--- src/hw/rtl/phg_pkg.sv ---
// Shared constants, types and the arctangent table for the polar hit to grid offset unit.
// No dependencies; every other file but phg_checker imports this package.
package phg_pkg;

  localparam int ANGLE_FRAC_BITS = 4;
  localparam int RANGE_BITS      = 16;
  localparam int UNIT_BITS       = 24;   // CORDIC angle unit is 2^-24 degree
  localparam int VEC_FRAC        = 30;   // CORDIC vectors are Q30
  localparam int VEC_W           = 33;
  localparam int Z_W             = 33;
  localparam int SUM_W           = 14;
  localparam int MAG_W           = RANGE_BITS + 2;
  localparam int DIV_W           = 14;
  localparam int PROD_W          = VEC_W + RANGE_BITS + 1;
  localparam int ATAN_LEN        = 24;
  localparam int CFG_IDX_W       = 2;
  localparam int CFG_DATA_W      = 16;

  localparam logic signed [SUM_W-1:0] ANG_FULL    = SUM_W'(360 << ANGLE_FRAC_BITS);
  localparam logic signed [SUM_W-1:0] ANG_HALF    = SUM_W'(180 << ANGLE_FRAC_BITS);
  localparam logic signed [SUM_W-1:0] ANG_QUARTER = SUM_W'(90 << ANGLE_FRAC_BITS);

  localparam logic signed [VEC_W-1:0] CORDIC_X0 = VEC_W'(652032874);

  localparam logic [15:0]      MIN_RANGE_RESET = 16'd100;
  localparam logic [DIV_W-1:0] CELL_SIZE_RESET = DIV_W'(100);

  localparam logic [CFG_IDX_W-1:0] REG_MIN_RANGE = CFG_IDX_W'(0);
  localparam logic [CFG_IDX_W-1:0] REG_CELL_SIZE = CFG_IDX_W'(1);

  typedef struct packed {
    logic                  hit;
    logic                  neg_c;
    logic                  neg_y;
    logic [RANGE_BITS-1:0] range;
  } phg_tag_t;

  typedef struct packed {
    logic hit;
    logic sign_x;
    logic sign_y;
  } phg_sign_t;

  // atan(2^-i) in 2^-24 degree, rounded to nearest
  function automatic logic signed [31:0] atan_deg(input int unsigned i);
    logic signed [31:0] v;
    case (i)
      0:  v = 32'sd754974720;
      1:  v = 32'sd445687602;
      2:  v = 32'sd235489088;
      3:  v = 32'sd119537938;
      4:  v = 32'sd60000934;
      5:  v = 32'sd30029717;
      6:  v = 32'sd15018523;
      7:  v = 32'sd7509720;
      8:  v = 32'sd3754917;
      9:  v = 32'sd1877466;
      10: v = 32'sd938734;
      11: v = 32'sd469367;
      12: v = 32'sd234684;
      13: v = 32'sd117342;
      14: v = 32'sd58671;
      15: v = 32'sd29335;
      16: v = 32'sd14668;
      17: v = 32'sd7334;
      18: v = 32'sd3667;
      19: v = 32'sd1833;
      20: v = 32'sd917;
      21: v = 32'sd458;
      22: v = 32'sd229;
      23: v = 32'sd115;
      default: v = 32'sd0;
    endcase
    return v;
  endfunction

endpackage

--- src/hw/rtl/phg_cordic.sv ---
// Pipelined rotation-mode CORDIC, one micro-rotation per register stage.
// Depends on phg_pkg for vector widths and the arctangent table.
module phg_cordic import phg_pkg::*; #(
  parameter int STEPS = 16
) (
  input  logic                    clk,
  input  logic                    rst,
  input  logic                    en,
  input  logic                    in_valid,
  input  logic signed [Z_W-1:0]   in_z,
  input  phg_tag_t                in_tag,
  output logic                    out_valid,
  output logic signed [VEC_W-1:0] out_cos,
  output logic signed [VEC_W-1:0] out_sin,
  output phg_tag_t                out_tag
);

  logic                    vld [0:STEPS];
  logic signed [VEC_W-1:0] x   [0:STEPS];
  logic signed [VEC_W-1:0] y   [0:STEPS];
  logic signed [Z_W-1:0]   z   [0:STEPS];
  phg_tag_t                tag [0:STEPS];

  assign vld[0] = in_valid;
  assign x[0]   = CORDIC_X0;
  assign y[0]   = '0;
  assign z[0]   = in_z;
  assign tag[0] = in_tag;

  for (genvar i = 0; i < STEPS; i++) begin : g_step
    logic signed [VEC_W-1:0] dx, dy;
    logic signed [Z_W-1:0]   ang;
    assign dx  = y[i] >>> i;
    assign dy  = x[i] >>> i;
    assign ang = Z_W'(atan_deg(i));

    always_ff @(posedge clk) begin
      if (rst) begin
        vld[i+1] <= 1'b0;
      end else if (en) begin
        vld[i+1] <= vld[i];
      end
      if (en) begin
        tag[i+1] <= tag[i];
        if (!z[i][Z_W-1]) begin
          x[i+1] <= x[i] - dx;
          y[i+1] <= y[i] + dy;
          z[i+1] <= z[i] - ang;
        end else begin
          x[i+1] <= x[i] + dx;
          y[i+1] <= y[i] - dy;
          z[i+1] <= z[i] + ang;
        end
      end
    end
  end

  assign out_valid = vld[STEPS];
  assign out_cos   = x[STEPS];
  assign out_sin   = y[STEPS];
  assign out_tag   = tag[STEPS];

endmodule

--- config.mk ---
export PLATFORM = sky130hd
export DESIGN_NAME = phg_cordic
export DESIGN_NICKNAME = d
export VERILOG_FILES = /design/src/hw/rtl/phg_pkg.sv /design/src/hw/rtl/phg_cordic.sv
export SDC_FILE = /design/constraint.sdc
export NUM_CORES = 2
export LEC_CHECK = 0
export BUFFER_PORTS_ARGS = -buffer_cell sky130_fd_sc_hd__buf_2
export CORE_ASPECT_RATIO = 0.75
export CORE_MARGIN = 2
export CORE_UTILIZATION = 55
export DETAILED_ROUTE_END_ITERATION = 12
export GPL_TIMING_DRIVEN = 0
export PLACE_DENSITY = 0.79
export SLEW_MARGIN = 20
export SYNTH_ARGS = -nofsm -noshare
export SYNTH_HDL_FRONTEND = slang
export SYNTH_SLANG_ARGS = --single-unit
--- constraint.sdc ---
create_clock -name clk -period 6.5 [get_ports clk]
set_clock_uncertainty 0.2 [all_clocks]
set_input_delay 0.65 -clock clk [delete_from_list [all_inputs] [get_ports clk]]
set_output_delay 0.65 -clock clk [all_outputs]
set_load 0.1 [all_outputs]
==> results.yml <==
status:
  status: "finished, final reports clean"
setup_path:
  cp-start-kind: "flip-flop"
  cp-end-kind: "flip-flop"
  critPathKind: "reg -> reg"
  cp_max_fo: 10
  arrival_ns: 6.65
  cp.required_ns: 6.86
die:
  initial_utilization_pct: 55.4
  dieArea_sq_um: 238000
  core_sq_um: 232000
  ios: 142
  row_count: 153
  chipHeight_um: 423
  die_w_um: 563
sta:
  slew_headroom_pct: 22.6
  drv_slew: 0
  period_share_pct: 96.8
  final.min_clock_period_ns: 6.29
  rsz0062_at_grt: "no"
  finalSetupViolations: 0
  tns_ns: 0
  hold_viol_final: 0
  tightestPinTransition_ns: 1.16
  clock.fmax_mhz: 159
routing:
  wirelength_mm: 311
  firstDrtPassIters: 9
  ant_nets: 0
  vias: 97248
  via_per_inst: 6.03
  drc: 0
  wire_per_inst_um: 19.3
  drtIter0Drc: 10526
place:
  place.gp.congestion: 0.967
  dp_hpwl_mm: 238
  io_buffers: 140
  dp.cells: 15727
synthesis:
  synthCells: 12473
  synth_nets: 13942
  yosys_warnings: 0
  ys_seq_area_share_pct: 40.7
  synth_area_per_cell_sq_um: 10.3
  synth.distinct_cells: 102
  postSynth.asyncResetShare_pct: 0
  synth_flop_cell: "edfxtp_1"
  ys_seq_elements: 1753
  synth_edf_count: 1737
  syn_area_sq_um: 129000
clock_network:
  insertion_delay_ns: 0.90
  path_clk_slew_ns: 0.06
  cts_made_buffers: 190
  numClockSinks: 1753
  cts_tree: "yes"
  clock_path_buffers: 4
  cts_root_buf: "clkbuf_16"
  htreeDepth: 4
grt:
  top_usage_layer: "met1"
  grt_usage_pct: 25.4
  grt_overflow: 0
  grt_max_degree: 148
  met3_usage_pct: 5.56
  grt_use_met2_pct: 35.5
  grt_pass1_vias: 89069
  antenna_found_initial: 5
  grt_pass1_wl_mm: 489
  use_met1_pct: 40.1
finish:
  area_growth_pct: 9.31
  final_cell_mix: "edfxtp_1 (1737), ha_1 (1369), a21oi_1 (1366), xnor2_1 (1186), nor2_1 (981)"
  nets: 14348
  stdcell_count: 16127
  final_common_cell: "edfxtp_1"
  drive_above_1_share_pct: 5.72
hold_path:
  hold_path_class: "in -> reg"
flow_run:
  max_cap_viol_count: 0
-- cells in the mapped netlist (20+ instances only) --
library cell,n,area [sq um]
a41oi_1,28,245
xor2_1,623,5460
a211o_1,29,254
inv_1,530,1990
or2_2,25,156
a31oi_1,118,738
a211oi_1,119,893
a21boi_0,39,293
and4_1,25,219
a221oi_1,20,175
mux2i_1,83,831
nor3_1,297,1490
fa_1,44,881
o31ai_1,45,338
edfxtp_1,1737,52200
a2111oi_0,21,184
o21ai_1,38,190
nand2b_1,204,1280
nor2_1,981,3680
nor3b_1,48,360
a221o_1,22,220
buf_1,41,154
a21o_1,694,5210
o31a_1,24,210
o211ai_1,35,263
clkbuf_1,130,488
buf_4,85,638
or4_1,25,188
nand4_1,91,569
and3_1,108,676
mux2_2,66,743
ha_1,1369,17100
a31o_2,36,315
nor4_1,90,563
o41ai_1,35,307
nor2b_1,174,1090
o21a_1,165,1240
and2_1,58,363
o21bai_1,208,1560
nand2_1,463,1740
a21oi_1,1366,6840
nand3_1,182,911
xnor2_1,1186,10400
o21ai_0,451,2260
or3_1,76,475
-- registers in the layout, indices dropped and copies added, names as in the netlist --
| register | flops |
|---|---|
| out_sin | 33 |
| x | 118 |
| g_step.dy | 323 |
| g_step.dx | 345 |
| y | 118 |
| out_valid | 1 |
| vld | 15 |
| z | 463 |
| out_tag | 19 |
| out_cos | 33 |
| tag | 285 |
-- worst max-delay path, stage by stage (launching register included) --
cell and delay [ns]:
edfxtp_1 0.41, buf_12 0.16, clkbuf_1 0.59, buf_1 0.67, nor2_1 0.14, xnor2_1 0.21, ha_1 0.41, o2111ai_1 0.18
and3_1 0.23, o31ai_1 0.81, a211oi_1 0.37, nor4_1 0.70, o41ai_1 0.25, a21oi_1 0.26, nor2b_1 0.16, a211oi_1 0.06
xnor2_1 0.15
-- repair_timing --
item	in CTS	in global routing
setup endpoints to repair	31	47
gates resized for setup	12	27
gates cloned	1	3
setup buffers	5	3
hold buffers	49	0
endpoints found under the hold margin	54	0
pin swaps	0	0
-- area by class of cell --
type / count / area [sq um]
antenna: 3 / 7.51
timing repair inverter: 4 / 20.0
fill: 18893 / 91600
tap: 3100 / 3880
sequential: 1753 / 52500
multi-input combinational: 9933 / 73200
clock buffer: 224 / 4980
timing repair buffer: 213 / 1720
clock inverter: 113 / 1280
inverter: 531 / 2010
buffer: 253 / 1290
-- per-stage QoR --
| step | instance area (sq um) | hold WS (ns) | setup slack [ns] | util, % |
|---|---|---|---|---|
| after floorplan | 129000 | 0.200 | 1.75 | - |
| after global placement | 133000 | 0.201 | -23.61 | 57.4 |
| after detailed placement | 134000 | 0.205 | -0.724 | 57.6 |
| after CTS | 141000 | 0.0545 | 0.0195 | 60.5 |
| after global routing | 141000 | 0.0986 | 0.0225 | 60.6 |
| final | 141000 | 0.125 | 0.207 | 60.6 |
-- logic make-up after synthesis --
family | count (synthesis) | synth area share, %
buffers and inverters | 787 | 2.54
AOI/OAI and AO/OA | 3671 | 18.2
xor gates and xnor gates | 1809 | 12.3
other | 1 | 0.00291
and+or+nand+nor | 2889 | 11.0
DFF | 1753 | 40.7
adders and majority gates | 1413 | 14.0
muxes | 150 | 1.23
-- routing by layer --
layer	routed length, um	vias to the layer above
met5	7	-
met4	5390	2
met3	30700	373
met2	123000	3570
met1	152000	46035
li1	-	47268
-- worst paths after layout --
check / start / endpoint / slack (ns) / cells after the start
hold reg to reg: z[299] / z[266] / 0.19 / 0
setup / recovery: z[296] / g_step[9].dx[22] / 0.21 / 16
hold / removal: in_z[26] / z[521] / 0.13 / 3
setup reg to reg: z[296] / g_step[9].dx[22] / 0.21 / 16
Power is not shown: default switching activity piles up to over one toggle a cycle in this logic, so the estimate is an artifact.
