**src/hw/rtl/phg_pkg.sv**
```systemverilog
// Shared constants, types and the arctangent table for the polar hit to grid offset unit.
// No dependencies; every other file but phg_checker imports this package.
package phg_pkg;

  localparam int ANGLE_FRAC_BITS = 4;
  localparam int RANGE_BITS      = 16;
  localparam int UNIT_BITS       = 24;   // CORDIC angle unit is 2^-24 degree
  localparam int VEC_FRAC        = 30;   // CORDIC vectors are Q30
  localparam int VEC_W           = 33;
  localparam int Z_W             = 33;
  localparam int SUM_W           = 14;
  localparam int MAG_W           = RANGE_BITS + 2;
  localparam int DIV_W           = 14;
  localparam int PROD_W          = VEC_W + RANGE_BITS + 1;
  localparam int ATAN_LEN        = 24;
  localparam int CFG_IDX_W       = 2;
  localparam int CFG_DATA_W      = 16;

  localparam logic signed [SUM_W-1:0] ANG_FULL    = SUM_W'(360 << ANGLE_FRAC_BITS);
  localparam logic signed [SUM_W-1:0] ANG_HALF    = SUM_W'(180 << ANGLE_FRAC_BITS);
  localparam logic signed [SUM_W-1:0] ANG_QUARTER = SUM_W'(90 << ANGLE_FRAC_BITS);

  localparam logic signed [VEC_W-1:0] CORDIC_X0 = VEC_W'(652032874);

  localparam logic [15:0]      MIN_RANGE_RESET = 16'd100;
  localparam logic [DIV_W-1:0] CELL_SIZE_RESET = DIV_W'(100);

  localparam logic [CFG_IDX_W-1:0] REG_MIN_RANGE = CFG_IDX_W'(0);
  localparam logic [CFG_IDX_W-1:0] REG_CELL_SIZE = CFG_IDX_W'(1);

  typedef struct packed {
    logic                  hit;
    logic                  neg_c;
    logic                  neg_y;
    logic [RANGE_BITS-1:0] range;
  } phg_tag_t;

  typedef struct packed {
    logic hit;
    logic sign_x;
    logic sign_y;
  } phg_sign_t;

  // atan(2^-i) in 2^-24 degree, rounded to nearest
  function automatic logic signed [31:0] atan_deg(input int unsigned i);
    logic signed [31:0] v;
    case (i)
      0:  v = 32'sd754974720;
      1:  v = 32'sd445687602;
      2:  v = 32'sd235489088;
      3:  v = 32'sd119537938;
      4:  v = 32'sd60000934;
      5:  v = 32'sd30029717;
      6:  v = 32'sd15018523;
      7:  v = 32'sd7509720;
      8:  v = 32'sd3754917;
      9:  v = 32'sd1877466;
      10: v = 32'sd938734;
      11: v = 32'sd469367;
      12: v = 32'sd234684;
      13: v = 32'sd117342;
      14: v = 32'sd58671;
      15: v = 32'sd29335;
      16: v = 32'sd14668;
      17: v = 32'sd7334;
      18: v = 32'sd3667;
      19: v = 32'sd1833;
      20: v = 32'sd917;
      21: v = 32'sd458;
      22: v = 32'sd229;
      23: v = 32'sd115;
      default: v = 32'sd0;
    endcase
    return v;
  endfunction

endpackage

```
**src/hw/rtl/phg_divider.sv**
```systemverilog
// Two-lane pipelined restoring divider, one quotient bit per stage, shared divisor.
// Depends on phg_pkg for widths and the sign tag.
module phg_divider import phg_pkg::*; (
  input  logic               clk,
  input  logic               rst,
  input  logic               en,
  input  logic [DIV_W-1:0]   divisor,
  input  logic               in_valid,
  input  logic [MAG_W-1:0]   in_num_x,
  input  logic [MAG_W-1:0]   in_num_y,
  input  phg_sign_t          in_tag,
  output logic               out_valid,
  output logic [MAG_W-1:0]   out_quo_x,
  output logic [MAG_W-1:0]   out_quo_y,
  output phg_sign_t          out_tag
);

  logic             vld [0:MAG_W];
  phg_sign_t        tag [0:MAG_W];
  logic [MAG_W-1:0] num [0:1][0:MAG_W];
  logic [DIV_W-1:0] rem [0:1][0:MAG_W];

  assign vld[0]    = in_valid;
  assign tag[0]    = in_tag;
  assign num[0][0] = in_num_x;
  assign num[1][0] = in_num_y;
  assign rem[0][0] = '0;
  assign rem[1][0] = '0;

  for (genvar k = 0; k < MAG_W; k++) begin : g_stage
    always_ff @(posedge clk) begin
      if (rst) begin
        vld[k+1] <= 1'b0;
      end else if (en) begin
        vld[k+1] <= vld[k];
      end
      if (en) begin
        tag[k+1] <= tag[k];
      end
    end

    for (genvar l = 0; l < 2; l++) begin : g_lane
      logic [DIV_W:0] trial;
      logic           take;
      assign trial = {rem[l][k], num[l][k][MAG_W-1]};
      assign take  = trial >= {1'b0, divisor};

      always_ff @(posedge clk) begin
        if (en) begin
          rem[l][k+1] <= take ? DIV_W'(trial - {1'b0, divisor}) : trial[DIV_W-1:0];
          num[l][k+1] <= {num[l][k][MAG_W-2:0], take};
        end
      end
    end
  end

  assign out_valid = vld[MAG_W];
  assign out_tag   = tag[MAG_W];
  assign out_quo_x = num[0][MAG_W];
  assign out_quo_y = num[1][MAG_W];

endmodule

```
**config.mk**
```make
export PLATFORM = sky130hd
export DESIGN_NAME = phg_divider
export DESIGN_NICKNAME = d
export VERILOG_FILES = /design/src/hw/rtl/phg_pkg.sv /design/src/hw/rtl/phg_divider.sv
export SDC_FILE = /design/constraint.sdc
export NUM_CORES = 2
export LEC_CHECK = 0
export BUFFER_PORTS_ARGS = -buffer_cell sky130_fd_sc_hd__clkbuf_2
export CAP_MARGIN = 20
export CORE_AREA = 2 2 398 400
export DETAILED_ROUTE_END_ITERATION = 12
export DIE_AREA = 0 0 400 402
export SYNTH_ARGS = -nofsm -noshare
export SYNTH_HDL_FRONTEND = slang
export SYNTH_SLANG_ARGS = --single-unit
```
**constraint.sdc**
```tcl
create_clock -name clk -period 7.9 [get_ports clk]
set_input_delay 0.79 -clock clk [delete_from_list [all_inputs] [get_ports clk]]
set_output_delay 0.79 -clock clk [all_outputs]
set_load 0.03 [all_outputs]
```
==> run metrics <==
fraction of post-synthesis cell area in the top cell type by area 56.7%; core occupancy in the finished layout 44.6%; Fillers roughly 14k; worst min path class in2reg; worst-path cell chain clkbuf_2 > inv_4 > buf_4 > ha_1 > nor2b_1 > o31a_1 > o21ai_0 > nand2b_1 > o41ai_2 > a21oi_2 > a211oi_4 > mux2_2; max_slew headroom 26.9%; total clock buffers created by CTS 142; maximum operating frequency between 200 and 250 MHz; clock tree from TritonCTS built; Post-Route WL about 130000 µm; wire length of the first global-routing pass 201000 µm; top post-synthesis cells by count sky130_fd_sc_hd__edfxtp_1 (1178), sky130_fd_sc_hd__ha_1 (512), sky130_fd_sc_hd__o21ai_0 (377); worst setup path category in2reg; maximum buffer depth of the clock tree 3; combinational power share 37.7%; Iteration-0 DRC Markers 2648; highest cell delay on the worst timing path a little over 0.7 ns; final net count 5699; transition at the pin with the smallest max-transition slack 1.10 ns; category of cells accounting for the largest share of critical-path delay compound AO/OA/AOI/OAI gates; clock period minus final worst setup slack 4.12 ns; setup repair after global routing missed its margin false; Hold Path Stages 1; number of buffer cells added on primary ports 96; Post-Syn Instances approximately 5k; post-layout instance count excluding filler cells 7280; flip-flop and latch count after synthesis 1196; Worst Path Max Fanout 32; syn_nets approximately 5.5k; row cnt 146; Clk Latency, worst-skew pair 0.78 ns; number of max-slew violations in the final report 0; share of flip-flops with an asynchronous set or reset after synthesis 0%; I/O pin count between 90 and 100; number of warnings printed during yosys synthesis 0; synthesized area 0.0623 mm²; post-synthesis sequential area ratio 57.3%; logic depth of the worst register-to-register path 8; nature of the critical path endpoint flip-flop; floorplan die height 402 µm; static power due to leakage 26.4 nW; sequential share of power 37.4%; outcome completed; cell accounting for the most synthesized area sky130_fd_sc_hd__edfxtp_1; most common cell in the synthesized netlist sky130_fd_sc_hd__edfxtp_1; worst-case clock skew 0.0381 ns; TritonRoute pass-1 iters 6; number of global-route vias before repair 38.0k; number of setup buffers added after CTS 0; total placed instance area between 0.06 and 0.07 mm²; # clock sinks 1196; clock transition time at the flip-flop clock pins of the worst setup and hold paths about 0.060 ns; mean cell area of the mapped netlist 12.7 µm²; Total Die Area about 0.16 mm²; count of instances resized after the clock tree is built 0; final worst-path setup slack 3.78 ns; CP required 8.42 ns; overflow left after global routing 0; register-to-register path setup slack 4.49 ns; predominant post-synthesis flop cell sky130_fd_sc_hd__edfxtp_1; WP data arrival 4.64 ns; detailed-route vias per instance 5.31; final non-filler cell area 0.0701 mm²; critical path depth 12; crit path buf inv count 3; post-route clock period utilization 52.1%; number of diodes 0; effective utilization at floorplan 39.7%; total routing usage reported by global routing 15.6%; number of flops mapped to enable cells by yosys 1178; routed length per placed instance 17.4 µm; number of hold buffers added after CTS 0; number of routed nets with antenna violations 0; internal power consumption 17.5 mW; largest cells by area after synthesis sky130_fd_sc_hd__edfxtp_1 (57%), sky130_fd_sc_hd__ha_1 (10%), sky130_fd_sc_hd__o21ai_0 (3.0%); Clk pwr share 24.9%; CP max-delay cell sky130_fd_sc_hd__a211oi_4; post-place setup slack 3.00 ns; fraction of power spent switching nets 33.8%; DRC Markers 0; Layout Area Growth over Synthesis 12.5%; global placement routability congestion between 0.8 and 0.9; number of max-cap violations 0; number of H-tree branching levels 4; Setup TNS Final 0 ns; Detailed Place HPWL 85900 µm; final-layout worst hold slack 0.174 ns; Setup violations, final 0; clock root cell sky130_fd_sc_hd__clkbuf_16; number of different library cells in the post-synthesis netlist 87; maximum vdd ir drop 237 µV; pin count of the biggest net entering global routing 161; number of instances in the placed design 7026; share of cells above drive strength 1 11.0%; Final Hold Violating Endpoints 0; Placeable Area 0.157 mm²; horizontal extent of the die approximately 400 µm; net switching component of the power 8.93 mW; sort of element at the start of the critical path input port; via count approximately 39k; ratio of total power to cell area 377 mW/mm²; initial antenna violation count 0; power after layout 26.4 mW
[area by class of cell]
| class | count | area (µm²) | share of cell area (%) |
|---|---|---|---|
| Clock inverter | 83 | 1070 | 1.52 |
| Inverter | 211 | 800 | 1.14 |
| Sequential cell | 1196 | 35700 | 51.0 |
| Tap cell | 2072 | 2590 | 3.70 |
| Clock buffer | 171 | 3700 | 5.28 |
| Timing Repair Buffer | 152 | 985 | 1.40 |
| Multi-Input combinational cell | 3395 | 25200 | 36.0 |
[power by group through the flow]
stage                     Sequential [mW]  Clock (mW)  Combinational [mW]
final                                9.89        6.58                9.96
after global routing                 10.0        7.04                11.2
after CTS                            9.91        6.82                9.94
after detailed placement             10.0           0                9.85
after global placement               10.0           0                9.67
after floorplan                      9.64           0                7.94
[routing by layer]
| layer | up-vias | share of wire (%) | global-route usage, % |
|---|---|---|---|
| met2 | 724 | 48 | 26.4 |
| met1 | 18600 | 45 | 20.1 |
| met5 | - | 0 | 0 |
| li1 | 19100 | - | - |
| met4 | 0 | 2.9 | 5.73 |
| met3 | 222 | 4.0 | 2.56 |
[state kept, by name (all words and copies together), names as in the netlist]
name and count:
g_stage.g_lane.trial 510, num 578, out_quo_x 18, out_quo_y 18, out_tag 3, out_valid 1, tag 51, vld 17
[path summary, 6_finish.rpt]
| path | start | to |
|---|---|---|
| setup / recovery | divisor[1] | g_stage[3].g_lane[1].trial[6] |
| hold / removal | in_num_y[13] | num[320] |
| setup reg to reg | g_stage[9].g_lane[0].trial[1] | g_stage[10].g_lane[0].trial[2] |
| hold reg to reg | num[379] | num[362] |
[placed cells by master, fill, tap and decap left out, types with 46 or more instances in the layout]
cell                        count
sky130_fd_sc_hd__edfxtp_1    1178
sky130_fd_sc_hd__ha_1         512
sky130_fd_sc_hd__o21ai_0      376
sky130_fd_sc_hd__nand2_1      321
sky130_fd_sc_hd__nor2_1       296
sky130_fd_sc_hd__a21oi_1      268
sky130_fd_sc_hd__inv_1        198
sky130_fd_sc_hd__xnor2_1      186
sky130_fd_sc_hd__clkbuf_16    143
sky130_fd_sc_hd__mux2_2       137
sky130_fd_sc_hd__a21o_1       133
sky130_fd_sc_hd__xor2_1       116
sky130_fd_sc_hd__clkbuf_2      94
sky130_fd_sc_hd__nor3_1        92
sky130_fd_sc_hd__o21a_1        81
sky130_fd_sc_hd__a211oi_1      53
sky130_fd_sc_hd__a31oi_1       53
sky130_fd_sc_hd__nor2b_1       53
sky130_fd_sc_hd__buf_4         51
sky130_fd_sc_hd__nand3_1       50
sky130_fd_sc_hd__nand4_1       50
sky130_fd_sc_hd__mux2i_1       47
sky130_fd_sc_hd__o21bai_1      46
[logic make-up after synthesis]
kind of cell,synth area share [%]
AO/OA/AOI/OAI,13.2
XOR/XNOR,4.24
adder cells (fa/ha/maj),11.3
buffers and inverters,2.24
flip-flops,57.3
multiplexers,3.43
AND/OR/NAND/NOR,8.22
[worst register-to-register path: cells and delay by family, from the launching register on]
family / cells / cell delay, ns
AO/OA/AOI/OAI: 4 / 1.57
flip-flops: 1 / 0.43
AND/OR/NAND/NOR: 2 / 0.43
multiplexers: 1 / 0.42
adder cells (fa/ha/maj): 1 / 0.30
No activity file was read; power rests on OpenSTA's default activity.
