==> config.mk <==
export PLATFORM = sky130hd
export DESIGN_NAME = phg_angle_prep
export DESIGN_NICKNAME = d
export VERILOG_FILES = /design/src/hw/rtl/phg_pkg.sv /design/src/hw/rtl/phg_angle_prep.sv
export SDC_FILE = /design/constraint.sdc
export NUM_CORES = 1
export LEC_CHECK = 0
export BUFFER_PORTS_ARGS = -buffer_cell sky130_fd_sc_hd__buf_2
export CORE_UTILIZATION = 50
export CTS_BUF_LIST = sky130_fd_sc_hd__clkbuf_4 sky130_fd_sc_hd__clkbuf_8
export DETAILED_ROUTE_END_ITERATION = 10
export PLACE_DENSITY = 0.8
export SYNTH_ARGS = -nofsm -noshare
export SYNTH_HDL_FRONTEND = slang
export SYNTH_SLANG_ARGS = --single-unit
==> constraint.sdc <==
create_clock -name clk -period 5.8 [get_ports clk]
set_input_delay 1.16 -clock clk [delete_from_list [all_inputs] [get_ports clk]]
set_output_delay 1.16 -clock clk [all_outputs]
set_load 0.02 [all_outputs]
==> src/hw/rtl/phg_pkg.sv <==
// Shared constants, types and the arctangent table for the polar hit to grid offset unit.
// No dependencies; every other file but phg_checker imports this package.
package phg_pkg;

  localparam int ANGLE_FRAC_BITS = 4;
  localparam int RANGE_BITS      = 16;
  localparam int UNIT_BITS       = 24;   // CORDIC angle unit is 2^-24 degree
  localparam int VEC_FRAC        = 30;   // CORDIC vectors are Q30
  localparam int VEC_W           = 33;
  localparam int Z_W             = 33;
  localparam int SUM_W           = 14;
  localparam int MAG_W           = RANGE_BITS + 2;
  localparam int DIV_W           = 14;
  localparam int PROD_W          = VEC_W + RANGE_BITS + 1;
  localparam int ATAN_LEN        = 24;
  localparam int CFG_IDX_W       = 2;
  localparam int CFG_DATA_W      = 16;

  localparam logic signed [SUM_W-1:0] ANG_FULL    = SUM_W'(360 << ANGLE_FRAC_BITS);
  localparam logic signed [SUM_W-1:0] ANG_HALF    = SUM_W'(180 << ANGLE_FRAC_BITS);
  localparam logic signed [SUM_W-1:0] ANG_QUARTER = SUM_W'(90 << ANGLE_FRAC_BITS);

  localparam logic signed [VEC_W-1:0] CORDIC_X0 = VEC_W'(652032874);

  localparam logic [15:0]      MIN_RANGE_RESET = 16'd100;
  localparam logic [DIV_W-1:0] CELL_SIZE_RESET = DIV_W'(100);

  localparam logic [CFG_IDX_W-1:0] REG_MIN_RANGE = CFG_IDX_W'(0);
  localparam logic [CFG_IDX_W-1:0] REG_CELL_SIZE = CFG_IDX_W'(1);

  typedef struct packed {
    logic                  hit;
    logic                  neg_c;
    logic                  neg_y;
    logic [RANGE_BITS-1:0] range;
  } phg_tag_t;

  typedef struct packed {
    logic hit;
    logic sign_x;
    logic sign_y;
  } phg_sign_t;

  // atan(2^-i) in 2^-24 degree, rounded to nearest
  function automatic logic signed [31:0] atan_deg(input int unsigned i);
    logic signed [31:0] v;
    case (i)
      0:  v = 32'sd754974720;
      1:  v = 32'sd445687602;
      2:  v = 32'sd235489088;
      3:  v = 32'sd119537938;
      4:  v = 32'sd60000934;
      5:  v = 32'sd30029717;
      6:  v = 32'sd15018523;
      7:  v = 32'sd7509720;
      8:  v = 32'sd3754917;
      9:  v = 32'sd1877466;
      10: v = 32'sd938734;
      11: v = 32'sd469367;
      12: v = 32'sd234684;
      13: v = 32'sd117342;
      14: v = 32'sd58671;
      15: v = 32'sd29335;
      16: v = 32'sd14668;
      17: v = 32'sd7334;
      18: v = 32'sd3667;
      19: v = 32'sd1833;
      20: v = 32'sd917;
      21: v = 32'sd458;
      22: v = 32'sd229;
      23: v = 32'sd115;
      default: v = 32'sd0;
    endcase
    return v;
  endfunction

endpackage

==> src/hw/rtl/phg_angle_prep.sv <==
// Input stage: hit test, angle sum, reduction to (-180,180] and fold to [-90,90].
// Depends on phg_pkg.
module phg_angle_prep import phg_pkg::*; (
  input  logic                    clk,
  input  logic                    rst,
  input  logic                    en,
  input  logic                    in_valid,
  input  logic signed [12:0]      beam_angle,
  input  logic        [15:0]      range_mm,
  input  logic signed [12:0]      heading,
  input  logic        [15:0]      min_range,
  output logic                    out_valid,
  output logic signed [Z_W-1:0]   out_z,
  output phg_tag_t                out_tag
);

  logic signed [SUM_W-1:0] sum, red, fold;
  logic                    neg_c;
  logic [RANGE_BITS-1:0]   rng;

  assign sum = SUM_W'(beam_angle) + SUM_W'(heading);
  assign rng = range_mm[RANGE_BITS-1:0];

  always_comb begin
    if (sum > ANG_HALF) begin
      red = sum - ANG_FULL;
    end else if (sum <= -ANG_HALF) begin
      red = sum + ANG_FULL;
    end else begin
      red = sum;
    end
    neg_c = 1'b0;
    if (red > ANG_QUARTER) begin
      fold  = ANG_HALF - red;
      neg_c = 1'b1;
    end else if (red < -ANG_QUARTER) begin
      fold  = -ANG_HALF - red;
      neg_c = 1'b1;
    end else begin
      fold = red;
    end
  end

  always_ff @(posedge clk) begin
    if (rst) begin
      out_valid <= 1'b0;
    end else if (en) begin
      out_valid <= in_valid;
    end
    if (en) begin
      out_z         <= Z_W'(fold) <<< (UNIT_BITS - ANGLE_FRAC_BITS);
      out_tag.hit   <= 17'(rng) > 17'(min_range);
      out_tag.neg_c <= neg_c;
      out_tag.neg_y <= (sum >= -ANG_QUARTER && sum < SUM_W'(0)) || sum > ANG_QUARTER;
      out_tag.range <= rng;
    end
  end

endmodule

==> out/results.tsv <==
stage	metric	value	unit
power_and_ir_drop	power_per_cell_area	334	nW/um2
run	maxCapViolations	0	
timing	max-slew-margin-rel	52.5	%
logic_synthesis	synth.top_cell.area_share	29.2	%
timing	final_hold_viol_count	0	
global_routing	globalRoute.busiestLayer	met2	
logic_synthesis	yosys_warnings	0	
floorplanning	die_area	6900	um2
drt	antenna_violating_nets_remaining	0	
critical_path	critical_path.endpoint_type	register	
critical_path	critPathMaxFanout	10	
clocking	cts.hold.buffers_added	0	
clocking	sinks_on_the_clock_net	33	
logic_synthesis	yosys.area_share.xor_xnor	5.33	%
clocking	ctsHtreeMaxLevel	2	
logic_synthesis	synth_flop_cell	sky130_fd_sc_hd__edfxtp_1	
floorplanning	floorplan.core_area	6350	um2
final_layout	drive_above_1_share	28.4	%
critical_path	classification_of_the_worst_setup_path	primary input to register	
floorplanning	site_row_count	29	
logic_synthesis	synth.mux.area_fraction	1.07	%
place	dp.final_hpwl	6.41	mm
logic_synthesis	synthesis.instances	352	
clocking	numCtsBuffers	5	
global_routing	antenna_found_initial	0	
clocking	root_buffer	sky130_fd_sc_hd__clkbuf_8	
critical_path	highest_delay_cell_along_the_critical_path	sky130_fd_sc_hd__or4b_1	
drt	detailedRoute.firstPassIterationCount	5	
logic_synthesis	synth-edff-count	32	
logic_synthesis	synth_largest_area_cell	sky130_fd_sc_hd__edfxtp_1	
logic_synthesis	postSynthAreaPerCell	9.34	um2
logic_synthesis	synth_seq_cells	33	
timing	timing_limited_maximum_frequency	192	MHz
critical_path	critPathMaxStageDelay	0.50	ns
timing	timing_worst_slew_pin_value	0.712	ns
critical_path	path_delay_family	compound AO/OA/AOI/OAI gates	
timing	min_clock_period_post_route	5.20	ns
final_layout	diodes	0	
clocking	worst_skew_pair.late_latency	0.28	ns
global_routing	grt_pass1_wl	13.2	mm
logic_synthesis	yosys.cell_count.top_type	sky130_fd_sc_hd__ha_1	
final_layout	filler_cell_count_in_the_final_layout	552	
drt	via_count	3084	
timing	fin_tns_setup	0	ns
run_status	run_status	finished clean	
logic_synthesis	synthTopCellsByArea	sky130_fd_sc_hd__edfxtp_1 (29%), sky130_fd_sc_hd__ha_1 (13%), sky130_fd_sc_hd__buf_4 (4.8%)	
global_routing	grt_start_max_net_pins	34	
logic_synthesis	synth_commonest_cells	sky130_fd_sc_hd__ha_1 (33), sky130_fd_sc_hd__edfxtp_1 (32), sky130_fd_sc_hd__inv_1 (25), sky130_fd_sc_hd__o21ai_0 (25), sky130_fd_sc_hd__buf_4 (21)	
logic_synthesis	synth_top_family_by_area	compound AO/OA/AOI/OAI gates	
clocking	post-cts-setup-buffer-count	0	
min_path	hold_path.class	register to register	
global_routing	gr-usage-met2	43.4	%
global_routing	grt_use_total	23.1	%
logic_synthesis	synth_area_in_compound_gates	28.2	%
final_layout	syn2layout_area_growth	17.9	%
floorplanning	design.portCount	115	
logic_synthesis	ys_async_sr_fraction	0	%
critical_path	timing.critical_path.mode_cell	sky130_fd_sc_hd__and3_1	
clocking	clock_tree.buffer_depth	2	
logic_synthesis	netlist_area	3290	um2
power_and_ir_drop	maximum_ir_drop_on_the_vdd_rail	261	uV
critical_path	setup.worst_path.start_class	primary input	
drt	vias_per_cell	5.84	
critical_path	worst-endpoint-required	5.83	ns
final_layout	stdcell_count	528	
logic_synthesis	synthAdderAreaFrac	13.2	%
global_routing	grtUsageMet3	3.38	%
global_routing	grt.met1_usage	26.1	%
final_layout	fin_nets	546	
logic_synthesis	yosysSeqAreaShare	29.8	%
logic_synthesis	synthSimpleGateAreaFrac	13.7	%
drt	totalWireLength	7.92	mm
place	buffer_ports.inserted	94	
timing	finalSetupViolations	0	
timing	timing_max_transition_violations_final	0	
timing	rsz0062_at_grt	false	
place	gp_congestion	0.948	
drt	wire_per_inst	15.0	um
timing	layout_worst_path_cycle_share	89.6	%
clocking	cts_resized	0	
drt	drt-initial-drc-count	188	
global_routing	grt_pass1_vias	2942	
power_and_ir_drop	p_leak	1.79	nW
floorplanning	height_of_the_die	83.1	um
critical_path	cells_along_the_critical_path	buf_2 -> ha_1 -> fa_1 -> and3_1 -> or3_1 -> a221o_1 -> o211ai_2 -> or4b_1 -> a21o_1 -> and3_1 -> a2111oi_0 -> o211a_1 -> nor2_2 -> mux2_4	
critical_path	worst-path-buf-inv	1	
clocking	worst_setup_hold_path_clk_slew	0.06	ns
floorplanning	start_util	51.8	%
drt	remaining_drc_errors	0	
logic_synthesis	synth.lib_cells_used.distinct	76	
timing	clock_skews	0	ns
clocking	tritoncts	built	
global_routing	overflow	0	
critical_path	worst_ep_arrival_time	5.23	ns
floorplanning	chipWidth	83.1	um
power_and_ir_drop	total_power	1.29	mW
place	dp.cells	520	
registers in the layout, summed over array words and instances (netlist names):
| name | count |
|---|---|
| out_z | 13 |
| out_tag | 19 |
| out_valid | 1 |
placed cells by master (no fill, tap or decap), types with 6 or more instances in the layout:
| cell | Yosys | routed |
|---|---|---|
| sky130_fd_sc_hd__nor2_1 | 18 | 18 |
| sky130_fd_sc_hd__nand2_1 | 16 | 16 |
| sky130_fd_sc_hd__a21o_1 | 7 | 7 |
| sky130_fd_sc_hd__xor2_1 | 10 | 10 |
| sky130_fd_sc_hd__o22ai_1 | 6 | 6 |
| sky130_fd_sc_hd__buf_2 | 2 | 94 |
| sky130_fd_sc_hd__nand3_1 | 6 | 6 |
| sky130_fd_sc_hd__xnor2_1 | 10 | 10 |
| sky130_fd_sc_hd__o21a_1 | 11 | 11 |
| sky130_fd_sc_hd__conb_1 | 1 | 20 |
| sky130_fd_sc_hd__ha_1 | 33 | 33 |
| sky130_fd_sc_hd__edfxtp_1 | 32 | 32 |
| sky130_fd_sc_hd__a21oi_1 | 16 | 16 |
| sky130_fd_sc_hd__buf_4 | 21 | 6 |
| sky130_fd_sc_hd__inv_1 | 25 | 25 |
| sky130_fd_sc_hd__nor3_1 | 8 | 8 |
| sky130_fd_sc_hd__o21ai_0 | 25 | 25 |
layout make-up:
| class | instances | area (um2) | area share (%) |
|---|---|---|---|
| flip-flops and latches | 33 | 981 | 25.3 |
| inverters | 26 | 97.6 | 2.52 |
| multi-input cells | 284 | 2090 | 54.0 |
| repair buffers | 100 | 515 | 13.3 |
| clock buffers | 8 | 91.3 | 2.36 |
| well taps | 77 | 96.3 | 2.49 |
metrics by stage:
stage | cell area (um2) | setup WS [ns] | hold slack, ns | utilization, %
floorplan | 3360 | 0.798 | 0.579 | -
global placement | 3780 | 0.368 | 0.486 | 59.6
detailed placement | 3780 | 0.335 | 0.490 | 59.6
CTS | 3880 | 0.631 | 0.507 | 61.0
global route | 3880 | 0.394 | 0.581 | 61.0
finish | 3880 | 0.602 | 0.501 | 61.0
tightest hold or removal path: stages, from the launching register on:
cell                      delay (ns)
sky130_fd_sc_hd__dfxtp_1        0.32
sky130_fd_sc_hd__mux2i_1        0.07
sky130_fd_sc_hd__nor2_1         0.07
layer usage:
layer / vias to the layer above / wire [um]
met5: - / 0
met4: 0 / 146
met3: 10 / 499
met2: 137 / 4060
met1: 1433 / 3220
li1: 1504 / -
power breakdown:
part           total, mW  switching (mW)  leakage (nW)  internal [mW]
combinational      0.758           0.469          1.42          0.290
clock              0.174          0.0753        0.0498         0.0991
sequential         0.361          0.0118         0.322          0.349
cells by family after synthesis:
| logic type | count (synthesis) |
|---|---|
| and+or+nand+nor | 83 |
| muxes | 3 |
| xor gates and xnor gates | 20 |
| other | 1 |
| buffers and inverters | 54 |
| AOI/OAI and AO/OA | 124 |
| DFF | 33 |
| adders and majority gates | 34 |
path summary, 6_finish.rpt:
| path | startpoint | end | slack [ns] | depth (start not counted) |
|---|---|---|---|---|
| worst max register to register | out_valid | out_valid | 5.20 | 2 |
| worst max-delay path | beam_angle[0] | out_z[21] | 0.60 | 14 |
| worst min-delay path | out_valid | out_valid | 0.50 | 2 |
| worst min register to register | out_valid | out_valid | 0.50 | 2 |
(Power assumes the default switching activity.)
